--- src/sv/bpa_pkg.sv ---
// shared constants, codes and controller/datapath interface types
package bpa_pkg;

  // map geometry
  localparam int PAGE_TOTAL = 4096;
  localparam int MAP_BYTES  = PAGE_TOTAL / 8;
  localparam int BYTE_W     = $clog2(MAP_BYTES);
  localparam int PAGE_W     = $clog2(PAGE_TOTAL);
  localparam int IDX_W      = PAGE_W + 1;
  localparam int KB_W       = 15;
  localparam int REQ_W      = 25;
  localparam int CNT_W      = 13;
  localparam int RCNT_W     = 14;
  localparam int ADDR_W     = 24;
  localparam int KB_MAX     = 32767;
  localparam int DMA_LIMIT  = 64 * 1024;
  localparam int KB_PER_PAGE = 4;

  // command codes
  localparam logic [2:0] CMD_ALLOC_PAGE = 3'd0;
  localparam logic [2:0] CMD_ALLOC_RUN  = 3'd1;
  localparam logic [2:0] CMD_FREE       = 3'd2;
  localparam logic [2:0] CMD_RESERVE    = 3'd3;
  localparam logic [2:0] CMD_CLEAR      = 3'd4;

  // status codes
  localparam logic [1:0] ST_OK      = 2'd0;
  localparam logic [1:0] ST_NO_MEM  = 2'd1;
  localparam logic [1:0] ST_DMA_BIG = 2'd2;
  localparam logic [1:0] ST_NO_FIT  = 2'd3;

  // datapath operations
  typedef enum logic [4:0] {
    OP_NOP,
    OP_LOAD,
    OP_FAIL,
    OP_INIT_CLR,
    OP_CLR_WR,
    OP_INIT_A1,
    OP_A1_NEXT,
    OP_A1_TAKE,
    OP_INIT_FR,
    OP_FR_WR,
    OP_RD_PTR,
    OP_RD_IDX,
    OP_R_INIT,
    OP_R_SKIPBYTE,
    OP_R_GROUP,
    OP_R_INC,
    OP_R_START,
    OP_R_RESTART,
    OP_R_SET
  } dp_op_t;

  typedef struct packed {
    dp_op_t     op;
    logic [1:0] st;
  } bpa_ctl_t;

  typedef struct packed {
    logic [2:0] cmd;
    logic       kb_lt4;
    logic       kb_lt_req;
    logic       dma_big;
    logic       req_zero;
    logic       cnt_zero;
    logic       dma;
    logic       clr_last;
    logic       a1_last;
    logic       hit_ptr;
    logic       hit_idx;
    logic       byte_full;
    logic       page_used;
    logic       idx_end;
    logic       idx_lastbyte;
    logic       idx_lastpage;
    logic       run_full;
    logic       dma_ok;
    logic       fr_last;
  } bpa_sts_t;

endpackage

--- src/sv/bpa_ctrl.sv ---
// controller: command sequencing state machine
module bpa_ctrl import bpa_pkg::*; (
  input  logic     clk,
  input  logic     rst_n,
  input  logic     start,
  input  bpa_sts_t sts,
  output bpa_ctl_t ctl,
  output logic     busy,
  output logic     done
);

  typedef enum logic [3:0] {
    S_INIT,
    S_IDLE,
    S_DISP,
    S_CLEAR,
    S_A1,
    S_RPOS,
    S_RSKIP,
    S_RRUN,
    S_FR
  } state_t;

  state_t state_r, state_nxt;
  logic   done_r, done_nxt;

  // next state and datapath command
  always_comb begin
    state_nxt = state_r;
    done_nxt  = 1'b0;
    ctl.op    = OP_NOP;
    ctl.st    = ST_OK;
    unique case (state_r)
      S_INIT: begin
        ctl.op = OP_CLR_WR;
        if (sts.clr_last) state_nxt = S_IDLE;
      end
      S_IDLE: begin
        if (start) begin
          ctl.op    = OP_LOAD;
          state_nxt = S_DISP;
        end
      end
      S_DISP: begin
        state_nxt = S_IDLE;
        done_nxt  = 1'b1;
        case (sts.cmd) inside
          CMD_ALLOC_PAGE: begin
            if (sts.kb_lt4) begin
              ctl.op = OP_FAIL;
              ctl.st = ST_NO_MEM;
            end else begin
              ctl.op    = OP_INIT_A1;
              state_nxt = S_A1;
              done_nxt  = 1'b0;
            end
          end
          CMD_ALLOC_RUN: begin
            ctl.op = OP_FAIL;
            if (sts.kb_lt_req) begin
              ctl.st = ST_NO_MEM;
            end else if (sts.dma && sts.dma_big) begin
              ctl.st = ST_DMA_BIG;
            end else if (sts.req_zero) begin
              ctl.st = ST_NO_FIT;
            end else begin
              ctl.op    = OP_R_INIT;
              state_nxt = S_RPOS;
              done_nxt  = 1'b0;
            end
          end
          CMD_FREE, CMD_RESERVE: begin
            if (!sts.cnt_zero) begin
              ctl.op    = OP_INIT_FR;
              state_nxt = S_FR;
              done_nxt  = 1'b0;
            end
          end
          CMD_CLEAR: begin
            ctl.op    = OP_INIT_CLR;
            state_nxt = S_CLEAR;
            done_nxt  = 1'b0;
          end
          default: ;
        endcase
      end
      S_CLEAR: begin
        ctl.op = OP_CLR_WR;
        if (sts.clr_last) begin
          state_nxt = S_IDLE;
          done_nxt  = 1'b1;
        end
      end
      // single page: byte scan from the cached byte, one wrap
      S_A1: begin
        if (!sts.hit_ptr) begin
          ctl.op = OP_RD_PTR;
        end else if (!sts.byte_full) begin
          ctl.op    = OP_A1_TAKE;
          state_nxt = S_IDLE;
          done_nxt  = 1'b1;
        end else if (sts.a1_last) begin
          ctl.op    = OP_FAIL;
          ctl.st    = ST_NO_FIT;
          state_nxt = S_IDLE;
          done_nxt  = 1'b1;
        end else begin
          ctl.op = OP_A1_NEXT;
        end
      end
      // run search: skip full bytes, fix the group
      S_RPOS: begin
        if (sts.idx_end) begin
          ctl.op    = OP_FAIL;
          ctl.st    = ST_NO_FIT;
          state_nxt = S_IDLE;
          done_nxt  = 1'b1;
        end else if (!sts.hit_idx) begin
          ctl.op = OP_RD_IDX;
        end else if (sts.byte_full) begin
          if (sts.idx_lastbyte) begin
            ctl.op    = OP_FAIL;
            ctl.st    = ST_NO_FIT;
            state_nxt = S_IDLE;
            done_nxt  = 1'b1;
          end else begin
            ctl.op = OP_R_SKIPBYTE;
          end
        end else begin
          ctl.op    = OP_R_GROUP;
          state_nxt = S_RSKIP;
        end
      end
      // run search: skip used pages
      S_RSKIP: begin
        if (!sts.hit_idx) begin
          ctl.op = OP_RD_IDX;
        end else if (sts.page_used) begin
          if (sts.idx_lastpage) begin
            ctl.op    = OP_FAIL;
            ctl.st    = ST_NO_FIT;
            state_nxt = S_IDLE;
            done_nxt  = 1'b1;
          end else begin
            ctl.op = OP_R_INC;
          end
        end else begin
          ctl.op    = OP_R_START;
          state_nxt = S_RRUN;
        end
      end
      // run search: extend the run page by page
      S_RRUN: begin
        if (sts.idx_end) begin
          ctl.op    = OP_FAIL;
          ctl.st    = ST_NO_FIT;
          state_nxt = S_IDLE;
          done_nxt  = 1'b1;
        end else if (!sts.hit_idx) begin
          ctl.op = OP_RD_IDX;
        end else if (sts.page_used) begin
          state_nxt = S_RPOS;
        end else if (sts.run_full) begin
          if (!sts.dma || sts.dma_ok) begin
            ctl.op    = OP_R_SET;
            state_nxt = S_FR;
          end else begin
            ctl.op    = OP_R_RESTART;
            state_nxt = S_RPOS;
          end
        end else begin
          ctl.op = OP_R_INC;
        end
      end
      // range update, one bitmap byte per pass
      S_FR: begin
        if (!sts.hit_ptr) begin
          ctl.op = OP_RD_PTR;
        end else begin
          ctl.op = OP_FR_WR;
          if (sts.fr_last) begin
            state_nxt = S_IDLE;
            done_nxt  = 1'b1;
          end
        end
      end
      default: state_nxt = S_IDLE;
    endcase
  end

  // state and result strobe
  always_ff @(posedge clk) begin
    if (!rst_n) begin
      state_r <= S_INIT;
      done_r  <= 1'b0;
    end else begin
      state_r <= state_nxt;
      done_r  <= done_nxt;
    end
  end

  assign busy = state_r != S_IDLE;
  assign done = done_r;

endmodule

--- config.mk ---
export PLATFORM = sky130hd
export DESIGN_NAME = bpa_ctrl
export DESIGN_NICKNAME = d
export VERILOG_FILES = /design/src/sv/bpa_pkg.sv /design/src/sv/bpa_ctrl.sv
export SDC_FILE = /design/constraint.sdc
export NUM_CORES = 1
export LEC_CHECK = 0
export BUFFER_PORTS_ARGS = -buffer_cell sky130_fd_sc_hd__buf_2
export CORE_MARGIN = 2
export CORE_UTILIZATION = 50
export DETAILED_ROUTE_END_ITERATION = 10
export GPL_TIMING_DRIVEN = 0
export HOLD_SLACK_MARGIN = 0.12
export PLACE_DENSITY = 0.79
export SLEW_MARGIN = 20
export SYNTH_ARGS = -nofsm -noshare
export SYNTH_HDL_FRONTEND = slang
export SYNTH_SLANG_ARGS = --single-unit
--- constraint.sdc ---
create_clock -name clk -period 4.02 [get_ports clk]
set_input_delay 0.402 -clock clk [delete_from_list [all_inputs] [get_ports clk]]
set_output_delay 0.402 -clock clk [all_outputs]
set_load 0.01 [all_outputs]
==> Word level (Yosys, flattened, before mapping) <==
Index checks and enable logic that the tools add are counted.
W data, S select, Z words.
{ "totals": {"reg_bits": 5, "inputBits": 24, "wordCells": 132} }
{ "op_classes": {"eq_ne": 25, "muxes": 97, "reduce_logical": 8} }
{ "ops": {"columns": ["operator", "count"], "rows": [
  ["$mux W4", 29],
  ["$mux W5", 12],
  ["$pmux W5 S8", 1],
  ["$mux W2", 19],
  ["$pmux W4 S8", 1],
  ["$mux W1", 25],
  ["$mux W3", 7],
  ["$eq A4 B3 Y1 const B", 4],
  ["$ne A3 B3 Y1 const B", 4],
  ["$reduce_and A12 Y1", 1],
  ["$ne A2 B2 Y1 const B", 5],
  ["$pmux W2 S5", 1],
  ["$eq A4 B2 Y1 const B", 2],
  ["$ne A4 B4 Y1 const B", 2],
  ["$mux W7", 1],
  ["$pmux W1 S7", 1],
  ["$eq A3 B2 Y1 const B", 2],
  ["$eq A4 B1 Y1 const B", 1],
  ["$eq A4 B4 Y1 const B", 1],
  ["$logic_not A4 Y1", 1],
  ["$ne A4 B1 Y1 const B", 1],
  ["$reduce_or A2 Y1", 2],
  ["$eq A3 B1 Y1 const B", 1],
  ["$eq A3 B3 Y1 const B", 1],
  ["5 further kinds", 5]
]} }

==> Logic depth before layout (Yosys ltp) <==
Gate-level depths: netlist of run 1.
{ "depth": {"word_depth": 8, "ltp_mapped": 7} }

==> Least setup slack after synthesis of run 1 <==
Ideal clock, no wire load.
{ "synth_timing": {"kind": "register to output", "start": "register state_r[0]", "end": "output port ctl[0] (netlist name)", "arrival_time_ps": 1662, "path_slack_ps": 1956, "path_stages_with_launch": 5, "path_buffers": 1, "cell_sequence": "dfxtp_1 buf_6 or4b_4 or3_4 o31ai_1"} }
{ "synth_rtl": {"columns": ["element", "line_no", "text"], "rows": [
  ["from (decl)", "bpa_ctrl.sv:24", "state_t state_r, state_nxt;"],
  ["from (signal assigned)", "bpa_ctrl.sv:197", "state_r <= state_nxt;"],
  ["to (decl)", "bpa_ctrl.sv:7", "output bpa_ctl_t ctl,"]
]} }

==> reports/qor.yml, run 1 <==
status: "finished clean"
firstDrtPassIters: 6
num_antenna_cells: 0
grt_max_degree: 11
vias_per_cell: 6.49
ir_worst_vdd_v: 0.000253
cp_common_cell: "clkbuf_1"
drive_gt1_frac: 0.186
core_area_um2: 1940
fmax_mhz: 365
ys_seq_area_frac: 0.0973
drt-total-wl_um: 3600
finalCriticalPeriod_ns: 2.74
slew_violations: 0
path_buf_inv: 3
rsz0062_at_grt: "no"
drc_errors: 0
hpwl_um: 2610
areaGrowthSynthToFinish_pct: 19.5
use_met2: 0.543
die_h_um: 49.4
synth_cells: 162
dieArea_um2: 2440
cts_buffer_depth: 2
clock_sinks: 5
slowest_stage: "dfxtp_1"
avgSynthCellArea_um2: 6.35
initial_core_util: 0.530
final_nets: 219
cts_max_level: 1
grt_pass1_vias: 1308
synth_top_area_frac: 0.0973
hold_viol: 0
end_kind: "output port"
critical_path_peak_fanout: 10
finClkSkew_ns: 0.00987
layout_commonest_cell: "buf_2"
criticalPathCategory: "reg2out"
holdWs_ns: 0.431
synth-seq-cells: 5
grtUsageMet1: 0.385
setup_viol: 0
grt_pass1_wl_um: 5950
die_w_um: 49.4
max_slew_margin: 0.542
syn-num-nets: 186
ctsHoldBuffers: 0
yosysTopAreaCell: "dfxtp_1"
cts_tree: "done"
arrival_ns: 2.34
cts-root-buf: "clkbuf_4"
worstSkewPairLatency_ns: 0.26
yosysWarnings: 0
gp_congestion: 0.945
vias: 1434
crit_chain: "clkbuf_1 > clkbuf_1 > a21oi_1 > nor2_1 > nand2_1 > a32oi_1 > o21ai_0 > buf_2"
p_leak_nw: 0.456
cpPeakStageDelay_ns: 0.44
clkTransAtPathRegs_ns: 0.06
tightest_slew_ns: 0.683
fin_crit_sh: 0.682
io_buffers: 28
synth_edf_count: 0
dp.cells: 217
required_ns: 3.62
tns_ns: 0
synthArstFlopShare: 0
numCtsBuffers: 3
start_kind: "flip-flop"
netlist_area_um2: 1030
instances_no_fill: 221
initialDrtViolationCount: 84
maxCapViolations: 0
final_cell_mix: "28 x buf_2, 21 x nand2_1, 18 x o21ai_0"
hold_path_class: "in2reg"
met3_usage: 0.0552
power_mw: 0.376
synthDistinctLibCells: 42
num_rows: 16
routedWlPerCell_um: 16.3
yosys-top-cells-area: "dfxtp_1 9.7%, o21ai_0 8.8%, nand2_1 7.7%, a21oi_1 5.8%, nor3b_1 5.1%"
grt.overflow.total: 0
ctsResizeCount: 0
top_usage_layer: "met2"
powerDensity_nw_per_um2: 306
antenna_found_initial: 0
gr-usage-all-layers: 0.311
cts_setup_buffers: 0
path_delay_family: "buffers and inverters"
synth_ff_type: "dfxtp_1"
ioPinCount: 33
ant_nets: 0
## worst min-delay path, delay by kind of cell
kind	cells	cell delay (ns)
compound gates	1	0.03
buf+inv	1	0.14
simple gates	1	0.07
## routing by layer
layer  vias up  wire length, um
met3        19              373
met4         0               82
li1        673                -
met1       627             1410
met5         -                0
met2       115             1740
## where the power goes
group	internal [mW]	switching, mW
registers	0.0557	0.00438
logic	0.0975	0.155
clock network	0.0379	0.0263
total	0.191	0.185
## through the flow
step / utilization / instance area [um^2] / setup slack (ns)
2_1_floorplan: - / 1030 / 1.96
3_3_place_gp: 0.619 / 1200 / 1.65
3_5_place_dp: 0.619 / 1200 / 1.65
4_1_cts: 0.633 / 1230 / 1.38
5_1_grt: 0.633 / 1230 / 1.09
6_report: 0.633 / 1230 / 1.28
## cell families (layout without fill, tap and decap cells)
family                 after synthesis  count (layout)  synth area share
and+or+nand+nor                     74              74             0.400
AOI/OAI and AO/OA                   60              60             0.381
buffers and inverters               18              50            0.0730
muxes                                5               5            0.0487
DFF                                  5               5            0.0973
## final timing paths
path	startpoint	end	slack (ns)	cells after the start
worst min register to register	state_r[2]	state_r[3]	0.76	4
worst max-delay path	state_r[1]	ctl[5]	1.28	8
worst min-delay path	rst_n	done	0.43	3
worst max register to register	state_r[1]	state_r[0]	1.82	6
## synth_stat cells (all sizes together), types with 2 or more instances
cell type  number
nor2           11
nand4           2
nor4bb          2
buf             2
a21oi          12
nand2          21
o31ai           2
nor3b           7
a31oi           6
nor2b           8
nand3           4
clkbuf         12
inv             4
dfxtp           5
nand3b          2
nor3            3
or3             3
o32a            2
o211ai          3
o32ai           3
nand2b          7
a2111o          2
mux2i           5
a31o            2
o21ai          18
## state kept, by name, indices dropped and copies added, names as in the netlist
| name | cells |
|---|---|
| state_r | 4 |
| done | 1 |
## cell type report
type | instances | area [um^2]
Fill cell | 211 | 713
Inverter | 4 | 15.0
Clock buffer | 4 | 26.3
Timing Repair Buffer | 28 | 140
Multi-Input combinational cell | 139 | 853
Buffer | 14 | 60.1
Tap cell | 27 | 33.8
Sequential cell | 5 | 100
No activity file was read; power rests on OpenSTA's default activity.
==> run 2, diff against run 1 <==
Settings changed: CORE_UTILIZATION 50 to 46, PLACE_DENSITY 0.79 to 0.76.
Clock period 4.02 ns to 2.2 ns, I/O delays scaled along.
==> run 2 against run 1 <==
- routed wire length shrank 1.2%
- worst setup slack lost 1.2 ns
- first-iteration DRC count shrank 19%
- clock power grew 73%
- highest routed layer unchanged
==> reports/qor.yml, run 2 (synthesis gave the netlist of run 1 again) <==
status: "finished clean"  # unchanged
io_buffers: 28  # unchanged
p_leak_nw: 0.501  # was 0.456 nW
tightest_slew_ns: 0.591  # was 0.683 ns
vias: 1474  # was 1434
num_rows: 17  # was 16
start_kind: "flip-flop"  # unchanged
ant_nets: 0  # unchanged
crit_chain: "or4b_4 > or3_4 > o21bai_4 > o211ai_1 > buf_2"  # was clkbuf_1 > clkbuf_1 > a21oi_1 > nor2_1 > nand2_1 > a32oi_1 > o21ai_0 > buf_2
gp_congestion: 0.956  # was 0.945
drive_gt1_frac: 0.284  # was 0.186
final_nets: 222  # was 219
ioPinCount: 33  # unchanged
areaGrowthSynthToFinish_pct: 27.5  # was 19.5%
end_kind: "output port"  # unchanged
largest_register: "state_r"  # unchanged
dieArea_um2: 2630  # was 2440 um^2
initialDrtViolationCount: 68  # was 84
clkTransAtPathRegs_ns: 0.05  # was 0.06 ns
setup_viol: 0  # unchanged
num_antenna_cells: 0  # unchanged
powerDensity_nw_per_um2: 533  # was 306 nW/um^2
vias_per_cell: 6.55  # was 6.49
grt_max_degree: 11  # unchanged
fmax_mhz: 467
clock_sinks: 5  # unchanged
cts-root-buf: "clkbuf_4"  # unchanged
layout_commonest_cell: "buf_2"  # unchanged
required_ns: 1.98  # was 3.62 ns
drt-total-wl_um: 3560  # was 3600 um
cts_max_level: 1  # unchanged
arrival_ns: 1.92  # was 2.34 ns
critical_path_peak_fanout: 3  # was 10
final_util: 0.604  # was 0.633
gr-usage-all-layers: 0.267  # was 0.311
largest_reg_flops: 4  # unchanged
fin_crit_sh: 0.973
hold_path_class: "in2reg"  # unchanged
hold_viol: 0  # unchanged
tns_ns: 0  # unchanged
die_w_um: 51.3  # was 49.4 um
place_area_um2: 1200  # about the same
cts_buffer_depth: 2  # unchanged
slowest_stage: "or4b_4"  # was dfxtp_1
cts_tree: "done"  # unchanged
hpwl_um: 2630  # was 2610 um
criticalPathCategory: "reg2out"  # unchanged
slew_violations: 0  # unchanged
drc_errors: 0  # unchanged
ir_worst_vdd_v: 0.000361  # was 0.000253 V
cpPeakStageDelay_ns: 0.54  # was 0.44 ns
design_area_um2: 1310  # was 1230 um^2
maxCapViolations: 0  # unchanged
numCtsBuffers: 3  # unchanged
final_cell_mix: "29 x buf_2, 21 x nand2_1, 18 x o21ai_0"  # was 28 x buf_2, 21 x nand2_1, 18 x o21ai_0
firstDrtPassIters: 4  # was 6
routedWlPerCell_um: 15.8  # was 16.3 um
grt.overflow.total: 0  # unchanged
finalCriticalPeriod_ns: 2.14
grt_pass1_vias: 1228  # was 1308
grt_pass1_wl_um: 5380  # was 5950 um
initial_core_util: 0.474  # was 0.530
worstSkewPairLatency_ns: 0.25  # was 0.26 ns
core_area_um2: 2170  # was 1940 um^2
max_slew_margin: 0.604  # was 0.542
holdWs_ns: 0.266  # was 0.431 ns
antenna_found_initial: 0  # unchanged
finClkSkew_ns: 0.00393  # was 0.00987 ns
die_h_um: 51.3  # was 49.4 um
-- run 2: path summary, 6_finish.rpt --
check                           startpoint  cells after the start          to  slack [ns]
worst max-delay path            state_r[0]                      5      ctl[4]        0.06
worst min-delay path                 rst_n                      3        done        0.27
worst max register to register  state_r[1]                      6  state_r[3]        0.28
worst min register to register  state_r[0]                      5  state_r[3]        0.85
-- run 2: per-stage QoR --
step                power, mW  setup WS [ns]  cells
floorplan               0.420          0.318    162
global placement        0.538         0.0252    218
detailed placement      0.542         0.0449    218
CTS                     0.680         0.0149    225
global route            0.753       -0.00287    225
finish                  0.699         0.0593    225
-- run 2: area by class of cell --
type,count,area [um^2]
inverters,4,15.0
plain buffers,13,63.8
clock buffers,4,26.3
repair buffers,32,170
multi-input cells,139,892
fillers,223,858
well taps,28,35.0
flip-flops and latches,5,109
-- run 2: worst max-delay path, delay by kind of cell, from the launching register on --
family	cells	cell delay, ns
AND/OR/NAND/NOR	2	0.90
flip-flops	1	0.33
buffers and inverters	1	0.16
AO/OA/AOI/OAI	2	0.29
-- run 2: what timing repair did --
action	4_1_cts	5_1_grt
resized for setup	14	12
setup endpoints to repair	6	5
gates cloned	0	0
hold buffers	0	0
buffers inserted	4	0
pin swaps	2	1
-- run 2: layer usage --
| metal | track usage | vias up | routed length, um |
|---|---|---|---|
| li1 | - | 685 | - |
| met1 | 0.345 | 688 | 1410 |
| met2 | 0.457 | 92 | 1710 |
| met3 | 0.0497 | 9 | 404 |
| met4 | 0.0614 | 0 | 38 |
| met5 | 0 | - | 0 |
-- run 2: power breakdown --
group	switching [mW]	internal, mW	leakage [nW]	total, mW
clock	0.0422	0.0689	0.0150	0.111
combinational	0.275	0.197	0.443	0.472
sequential	0.00880	0.107	0.0425	0.116
